===== src/rtl/spq_pkg.sv =====
// Shared types and codes for the sorted priority queue.
package spq_pkg;

  typedef enum logic {
    CMD_ENQ = 1'b0,
    CMD_DEQ = 1'b1
  } cmd_e;

  localparam int unsigned CountOutW = 5;

  typedef struct packed {
    logic enq;
    logic deq;
  } spq_ctl_t;

endpackage


===== src/rtl/spq_cell.sv =====
// One storage cell of the sorted shift chain.
module spq_cell import spq_pkg::*; #(
  parameter int unsigned VALUE_BITS = 32
) (
  input  logic                         clk_i,
  input  logic                         rst_ni,
  input  spq_ctl_t                     ctl_i,
  input  logic signed [VALUE_BITS-1:0] new_val_i,
  input  logic                         left_keep_i,
  input  logic signed [VALUE_BITS-1:0] left_val_i,
  input  logic                         left_valid_i,
  input  logic signed [VALUE_BITS-1:0] right_val_i,
  input  logic                         right_valid_i,
  output logic                         keep_o,
  output logic signed [VALUE_BITS-1:0] val_o,
  output logic                         valid_o
);

  logic signed [VALUE_BITS-1:0] val_q, val_d;
  logic                         valid_q, valid_d;

  // Entry stays put on insert when it ranks at or above the new value
  assign keep_o  = valid_q && (val_q >= new_val_i);
  assign val_o   = val_q;
  assign valid_o = valid_q;

  always_comb begin
    val_d   = val_q;
    valid_d = valid_q;
    if (ctl_i.enq) begin
      if (!keep_o) begin
        if (left_keep_i) begin
          val_d   = new_val_i;
          valid_d = 1'b1;
        end else begin
          val_d   = left_val_i;
          valid_d = left_valid_i;
        end
      end
    end else if (ctl_i.deq) begin
      val_d   = right_val_i;
      valid_d = right_valid_i;
    end
  end

  always_ff @(posedge clk_i or negedge rst_ni) begin
    if (!rst_ni) begin
      valid_q <= 1'b0;
    end else begin
      valid_q <= valid_d;
    end
  end

  always_ff @(posedge clk_i) begin
    val_q <= val_d;
  end

endmodule


===== src/rtl/sorted_priority_queue.sv =====
// Sorted priority queue built from a chain of shifting compare cells.
//
//   channel | direction | handshake               | fields
//   --------+-----------+-------------------------+----------------------------------
//   in      | sink      | in_valid_i / in_stall_o | command_i, value_i
//   out     | source    | out_valid_o/out_stall_i | removed_value_o, count_o,
//           |           |                         | is_empty_o, is_full_o, fault_o
//
// One transaction per cycle unless stalled; every cell compares and shifts
// in the same cycle. The result sits in an output register in the cycle after
// acceptance; a new transaction is taken whenever that register is empty or
// being drained. Reset empties the chain at once through per-cell valid flags.
// An out stall holds the result and stalls the input only while it persists.
module sorted_priority_queue import spq_pkg::*; #(
  parameter int unsigned DEPTH      = 16,
  parameter int unsigned VALUE_BITS = 32
) (
  input  logic                         clk_i,
  input  logic                         rst_ni,
  input  logic                         in_valid_i,
  output logic                         in_stall_o,
  input  logic                         command_i,
  input  logic signed [VALUE_BITS-1:0] value_i,
  output logic                         out_valid_o,
  input  logic                         out_stall_i,
  output logic signed [VALUE_BITS-1:0] removed_value_o,
  output logic [CountOutW-1:0]         count_o,
  output logic                         is_empty_o,
  output logic                         is_full_o,
  output logic                         fault_o
);

  localparam int unsigned OccW = $clog2(DEPTH + 1);

  logic                         in_acc;
  logic                         is_enq, is_deq, empty_now, full_now, fault_now;
  spq_ctl_t                     ctl;
  logic [OccW-1:0]              occ_q, occ_d;
  logic [DEPTH-1:0]             keep, valid;
  logic signed [VALUE_BITS-1:0] cell_val [DEPTH];
  logic [OccW+CountOutW-1:0]    occ_ext;

  logic                         out_valid_q;
  logic signed [VALUE_BITS-1:0] removed_q;
  logic [CountOutW-1:0]         count_q;
  logic                         empty_q, full_q, fault_q;

  assign in_stall_o = out_valid_q && out_stall_i;
  assign in_acc     = in_valid_i && !in_stall_o;

  assign empty_now = !valid[0];
  assign full_now  = valid[DEPTH-1];
  assign is_enq    = cmd_e'(command_i) == CMD_ENQ;
  assign is_deq    = cmd_e'(command_i) == CMD_DEQ;
  assign fault_now = (is_enq && full_now) || (is_deq && empty_now);
  assign ctl.enq   = in_acc && is_enq && !full_now;
  assign ctl.deq   = in_acc && is_deq && !empty_now;

  for (genvar i = 0; i < DEPTH; i++) begin : g_cell
    logic                         l_keep, l_valid, r_valid;
    logic signed [VALUE_BITS-1:0] l_val, r_val;
    if (i == 0) begin : g_first
      assign l_keep  = 1'b1;
      assign l_val   = '0;
      assign l_valid = 1'b0;
    end else begin : g_mid
      assign l_keep  = keep[i-1];
      assign l_val   = cell_val[i-1];
      assign l_valid = valid[i-1];
    end
    if (i == DEPTH - 1) begin : g_last
      assign r_val   = '0;
      assign r_valid = 1'b0;
    end else begin : g_inner
      assign r_val   = cell_val[i+1];
      assign r_valid = valid[i+1];
    end
    spq_cell #(.VALUE_BITS(VALUE_BITS)) u_cell (
      .clk_i         (clk_i),
      .rst_ni        (rst_ni),
      .ctl_i         (ctl),
      .new_val_i     (value_i),
      .left_keep_i   (l_keep),
      .left_val_i    (l_val),
      .left_valid_i  (l_valid),
      .right_val_i   (r_val),
      .right_valid_i (r_valid),
      .keep_o        (keep[i]),
      .val_o         (cell_val[i]),
      .valid_o       (valid[i])
    );
  end

  always_comb begin
    occ_d = occ_q;
    if (ctl.enq) begin
      occ_d = occ_q + OccW'(1);
    end else if (ctl.deq) begin
      occ_d = occ_q - OccW'(1);
    end
  end

  assign occ_ext = {{CountOutW{1'b0}}, occ_d};

  always_ff @(posedge clk_i or negedge rst_ni) begin
    if (!rst_ni) begin
      occ_q       <= '0;
      out_valid_q <= 1'b0;
    end else begin
      occ_q <= occ_d;
      if (in_acc) begin
        out_valid_q <= 1'b1;
      end else if (!out_stall_i) begin
        out_valid_q <= 1'b0;
      end
    end
  end

  always_ff @(posedge clk_i) begin
    if (in_acc) begin
      removed_q <= ctl.deq ? cell_val[0] : '0;
      count_q   <= occ_ext[CountOutW-1:0];
      empty_q   <= occ_d == '0;
      full_q    <= occ_d == OccW'(DEPTH);
      fault_q   <= fault_now;
    end
  end

  assign out_valid_o     = out_valid_q;
  assign removed_value_o = removed_q;
  assign count_o         = count_q;
  assign is_empty_o      = empty_q;
  assign is_full_o       = full_q;
  assign fault_o         = fault_q;

  a_occ_matches_cells : assert property (@(posedge clk_i) disable iff (!rst_ni)
    $countones(valid) == 32'(occ_q))
    else $error("occupancy differs from number of valid cells");

  a_occ_bound : assert property (@(posedge clk_i) disable iff (!rst_ni)
    occ_q <= OccW'(DEPTH))
    else $error("occupancy above depth");

  a_fault_holds : assert property (@(posedge clk_i) disable iff (!rst_ni)
    (in_acc && fault_now) |=> (occ_q == $past(occ_q)) && $stable(valid))
    else $error("refused transaction changed the queue");

  a_head_ranks_first : assert property (@(posedge clk_i) disable iff (!rst_ni)
    valid[1] |-> (cell_val[0] >= cell_val[1]))
    else $error("head is not the largest entry");

endmodule

===== config.mk =====
export PLATFORM = sky130hd
export DESIGN_NAME = sorted_priority_queue
export DESIGN_NICKNAME = d
export VERILOG_FILES = /design/src/rtl/spq_pkg.sv /design/src/rtl/spq_cell.sv /design/src/rtl/sorted_priority_queue.sv
export SDC_FILE = /design/constraint.sdc
export NUM_CORES = 2
export LEC_CHECK = 0
export BUFFER_PORTS_ARGS = -buffer_cell sky130_fd_sc_hd__buf_2
export CORE_MARGIN = 2
export CORE_UTILIZATION = 50
export DETAILED_ROUTE_END_ITERATION = 10
export PLACE_DENSITY = 0.66
export RECOVER_POWER = 100
export SETUP_SLACK_MARGIN = 0.5
export SYNTH_ARGS = -nofsm -noshare
export SYNTH_HDL_FRONTEND = slang
export SYNTH_SLANG_ARGS = --single-unit

===== constraint.sdc =====
create_clock -name clk_i -period 10.2 [get_ports clk_i]
set_input_delay 2.55 -clock clk_i [delete_from_list [all_inputs] [get_ports clk_i]]
set_output_delay 2.55 -clock clk_i [all_outputs]
set_load 0.005 [all_outputs]

==> After elaboration in Yosys (flattened, before gate mapping) <==
Cells that the tools add are included.
{ "op_classes": {"add_sub_neg": 2, "order_cmp": 16, "eq_ne": 18, "muxes": 130, "bitwise": 1, "reduce_logical": 46} }
{ "ops": {"columns": ["cell", "n"], "rows": [
  ["two-way mux 32 bit", 63],
  ["greater-or-equal comparator 32 bit", 16],
  ["two-way mux 1 bit", 65],
  ["!= test 2 bit (second input constant)", 16],
  ["AND reduction 2 bit", 16],
  ["logical AND 1 bit", 24],
  ["two-way mux 5 bit", 2],
  ["adder 5 x 1 -> 5 bit (second input constant)", 1],
  ["== test 5 bit (second input constant)", 1],
  ["zero test 5 bit", 1],
  ["subtractor 5 x 1 -> 5 bit (second input constant)", 1],
  ["zero test 1 bit", 3],
  ["!= test 2 x 1 -> 1 bit (second input constant)", 1],
  ["nonzero test 2 bit", 1],
  ["logical OR 1 bit", 1],
  ["inverter 1 bit", 1]
]} }
{ "totals": {"regBits": 574, "inputBits": 37, "wordCells": 252} }

==> Longest topological paths before layout <==
{ "logic_depth": {"word_depth": 8, "mapped_depth": 11, "depth_no_buf": 9} }

==> Cells and area by module <==
A second synthesis with hierarchy kept.
{ "unflattened": {"cells_unflattened": 4288, "area_unflattened_um2": 41619.9} }
{ "modules_own_cells": {"columns": ["mod", "n_inst", "cells_per_inst", "area_each_um2", "seq_area_each_um2"], "rows": [
  ["spq_cell", 16, 260, 2483.6, 985.9],
  ["sorted_priority_queue", 1, 128, 1881.8, 1351.3]
]} }

==> Least setup slack after synthesis <==
No wires, ideal clock.
{ "synth_path": {"path_kind": "input port to flip-flop", "start": "input value_i[19]", "end": "register g_cell[11].u_cell.val_q[0], enable pin", "setup_time_ns": 0.466, "arrival_ns": 6.636, "required_time_ns": 9.734, "path_slack_ns": 3.098, "stages": 10, "n_path_buf": 2, "path_cell_list": "inv_1 ha_1 a21oi_1 o21ai_0 a221o_1 a22oi_1 a31oi_1 buf_2 buf_2 o21ai_0"} }
{ "synth_between": {"elab_chain_cells": 4} }
{ "synth_rtl": {"columns": ["element", "line_no", "source"], "rows": [
  ["start: declaration", "sorted_priority_queue.sv:23", "input logic signed [VALUE_BITS-1:0] value_i,"],
  ["greater-or-equal comparator 32 bit", "spq_cell.sv:23", "assign keep_o = valid_q && (val_q >= new_val_i);"],
  ["logical AND 1 bit", "spq_cell.sv:23", null],
  ["!= test 2 bit (no source line)", null, null],
  ["AND reduction 2 bit (no source line)", null, null],
  ["end signal: assignment", "spq_cell.sv:55", "val_q <= val_d;"],
  ["end: declaration", "spq_cell.sv:19", "logic signed [VALUE_BITS-1:0] val_q, val_d;"]
]} }
No other way between the ends.
A chain may end at the register's enable or synchronous reset.

==> Final worst setup path <==
{ "layout_path": {"start": "input command_i", "end": "register g_cell[14].u_cell.val_q[28], data pin"} }
{ "layout_between": {"elab_chain_cells": 4} }
{ "layout_rtl": {"columns": ["element", "line_no", "source"], "rows": [
  ["start: declaration", "sorted_priority_queue.sv:22", "input logic command_i,"],
  ["inverter 1 bit", "sorted_priority_queue.sv:53", "assign is_enq = cmd_e'(command_i) == CMD_ENQ;"],
  ["logical AND 1 bit (2 in series)", "sorted_priority_queue.sv:56", "assign ctl.enq = in_acc && is_enq && !full_now;"],
  ["two-way mux 32 bit", "spq_cell.sv:30", "if (ctl_i.enq) begin"],
  ["via g_cell[14].u_cell.val_d[28]", "spq_cell.sv:19", null],
  ["end signal: assignment", "spq_cell.sv:55", null],
  ["end: declaration", "spq_cell.sv:19", null]
]} }
The timed path passes the listed nets, and every way through them passes these cells.

==> flow_summary.json <==
{
  "status": "complete, but fails checks",
  "violations": "capacitance limit, slew limit",
  "power.density_mw_per_mm2": 212,
  "synthesis.nets": 4880,
  "first_pass_iters": 9,
  "io_buffers": 78,
  "combPwrFrac_pct": 34.2,
  "wl_mm": 157,
  "synth_area_per_cell_sq_um": 9.32,
  "hold_end": "occ_q[4]",
  "tightest_slew_ns": 3.22,
  "cts_buffer_depth": 3,
  "critPathMaxFanout": 158,
  "chipWidth_um": 289,
  "die_h_um": 289,
  "fin_crit_ns": 8.17,
  "netlist_area_sq_mm": 0.0407,
  "peakVddDrop_mv": 0.154,
  "min_path_cells": 1,
  "start_util_pct": 50.5,
  "p_sw_mw": 3.81,
  "p_leak_nw": 17.3,
  "routed_via_density": 7.01,
  "crit_top_cell": "nor2_1",
  "drive_gt1_share_pct": 6.11,
  "routabilityCongestion": 0.981,
  "fin_nets": 4821,
  "area_growth_pct": 8.25,
  "core_area_sq_mm": 0.0805,
  "final_max_slew_viol_count": 1113,
  "maxCapViolations": 35,
  "path_delay_family": "simple AND/OR/NAND/NOR gates",
  "layout_commonest_cell": "nand2_1",
  "tns_ns": 0,
  "yosysSeqAreaShare_pct": 42.1,
  "maxSlewHeadroom_pct": -115,
  "slowest_stage": "nand2_1",
  "grt_setup_unrepaired": "no",
  "clk_pin_slew_worst_paths_ns": 0.06,
  "vias": 37961,
  "grt_max_degree": 191,
  "cts-root-buf": "clkbuf_16",
  "path_class": "input port to flop",
  "cts_sinks": 574,
  "cp_num_buf_inv": 3,
  "post-route-drc-count": 0,
  "yosys_warnings": 0,
  "finalHoldViolCount": 0,
  "required_ns": 10.68,
  "fmax_mhz": 122,
  "crit_chain": "clkbuf_1 -> nor2_1 -> buf_4 -> nand2_1 -> buf_12 -> nor2_1 -> o21ai_0 -> nand3_1",
  "clk_latency_ns": 0.63,
  "r2r_start": "g_cell[15].u_cell.valid_o",
  "fin_util_pct": 54.6,
  "io-pin-count": 79,
  "drt_iter0_drc": 5996,
  "p_sw_share_pct": 40.9,
  "synthesis.instances": 4361,
  "grt_pass1_vias": 34831,
  "ff2ff_setup_slack_ns": 3.70,
  "setup_viol": 0,
  "rows": 104,
  "fin_worst_skew_ns": 0.0216,
  "r2r_end": "g_cell[14].u_cell.val_o[28]",
  "grt.overflow.total": 0,
  "end_kind": "flop",
  "antenna_left": 0,
  "dieArea_sq_mm": 0.0836,
  "async_reset_ff_share_pct": 3.83,
  "cts_setup_buffers": 0,
  "reg2regPathDepth": 7,
  "p_int_mw": 5.52,
  "antenna_found_initial": 2,
  "critPathLaunchType": "input port",
  "seq_power_share_pct": 39.4,
  "synth_flop_cell": "edfxtp_1",
  "synth_edf_count": 552,
  "dp_hpwl_mm": 110,
  "slowest_delay_ns": 1.91,
  "min_from": "occ_q[4]",
  "cts-htree-levels": 3,
  "fin_crit_sh_pct": 80.1,
  "cp.arrival_ns": 8.65,
  "grt_pass1_wl_mm": 229,
  "cts_buffers": 69,
  "synth.distinct_cells": 75,
  "hold_class": "flop to flop",
  "cts_tree": "yes",
  "ys_seq_elements": 574,
  "cts_resized": 0,
  "power_mw": 9.33,
  "final_cell_mix": "713 x nand2_1, 552 x edfxtp_1, 482 x ha_1, 449 x nand3_1, 417 x nand4_1",
  "hold_buffers": 0,
  "drt-wirelength-per-cell_um": 28.9,
  "clock_power_share_pct": 26.4,
  "track_usage_pct": 36.7
}
cell type report:
class / count / area [sq um]
timing repair buffer: 199 / 1150
sequential: 574 / 17100
tap: 1060 / 1330
clock buffer: 94 / 1860
inverter: 78 / 293
clock inverter: 32 / 293
fill: 7185 / 36500
multi-input combinational: 3380 / 22000
antenna: 2 / 5.00
worst reg2reg max path, stage by stage (launching register included):
cell	delay [ns]
dfrtp_1	0.45
nor2_1	0.27
buf_4	0.49
nand2_1	1.92
buf_12	0.89
nor2_1	1.78
o21ai_0	0.35
nand3_1	0.21
power by group through the flow:
| stage | clock network (mW) | registers [mW] | logic (mW) |
|---|---|---|---|
| floorplan | 0 | 3.46 | 2.15 |
| global placement | 0 | 3.67 | 3.04 |
| detailed placement | 0 | 3.67 | 3.11 |
| CTS | 2.46 | 3.63 | 3.12 |
| global route | 2.55 | 3.70 | 3.42 |
| finish | 2.46 | 3.68 | 3.19 |
registers in the layout, indices dropped and copies added (netlist names):
name                   cells
g_cell.u_cell.val_o      512
removed_value_o           32
g_cell.u_cell.valid_o     16
count_o                    5
occ_q                      5
fault_o                    1
is_empty_o                 1
is_full_o                  1
out_valid_o                1
worst max-delay path by stage:
| stage | endpoint | slack [ns] | startpoint | depth (start not counted) |
|---|---|---|---|---|
| floorplan | g_cell[11].u_cell.val_o[0] | 3.10 | value_i[19] | 10 |
| finish | g_cell[14].u_cell.val_o[28] | 2.03 | command_i | 8 |
| global route | g_cell[8].u_cell.val_o[10] | 1.97 | command_i | 7 |
| detailed placement | g_cell[6].u_cell.val_o[29] | 3.31 | value_i[25] | 14 |
| CTS | g_cell[6].u_cell.val_o[28] | 3.93 | value_i[25] | 14 |
| global placement | g_cell[6].u_cell.val_o[29] | 3.33 | value_i[25] | 14 |
stage by stage:
| step | area [sq um] | std cells | hold WS, ns | setup WS [ns] |
|---|---|---|---|---|
| 5_1_grt | 44000 | 5417 | 0.540 | 1.97 |
| 3_5_place_dp | 42300 | 5291 | 0.509 | 3.31 |
| 6_report | 44000 | 5419 | 0.521 | 2.03 |
| 4_1_cts | 44400 | 5417 | 0.522 | 3.93 |
| 3_3_place_gp | 42300 | 5291 | 0.500 | 3.33 |
| 2_1_floorplan | 40700 | 4361 | 0.471 | 3.10 |
cells in the mapped netlist, drive strengths merged, types with 9 or more instances:
library cell / number / area (sq um)
ha: 482 / 6030
a41oi: 34 / 298
o21ai: 419 / 2100
and2: 41 / 257
buf: 45 / 267
a21o: 35 / 263
dfrtp: 22 / 551
nand4: 418 / 2620
edfxtp: 552 / 16600
nor2b: 10 / 62.6
clkbuf: 284 / 1070
a21oi: 200 / 1000
nor2: 129 / 484
o22ai: 14 / 87.6
and3: 37 / 231
o32ai: 9 / 146
mux2i: 32 / 320
a211oi: 51 / 388
inv: 77 / 289
a32o: 10 / 100
nand3: 465 / 2410
a221o: 35 / 350
a221oi: 12 / 105
nand2b: 13 / 81.3
a32oi: 10 / 87.6
nor3: 13 / 70.1
o211ai: 87 / 808
o32a: 9 / 90.1
nor4: 27 / 196
nand2: 713 / 2680
o21a: 10 / 75.1
logic make-up (layout without fill, tap and decap cells):
family,Yosys count,after routing,synth area share (%)
XOR/XNOR,4,4,0.0862
other,0,2,0
AND/OR/NAND/NOR,1879,1879,22.6
flip-flops,574,574,42.1
AO/OA/AOI/OAI,983,983,15.5
adder cells (fa/ha/maj),482,482,14.8
multiplexers,32,32,0.788
buffers and inverters,407,403,4.00
metal layers:
metal	GRT usage (%)	wire [um]	up-vias
li1	-	-	16707
met1	52.3	62200	17962
met2	52.1	64100	2873
met3	9.87	23100	415
met4	16.1	7410	4
met5	0	28	-
(Power assumes the default switching activity.)
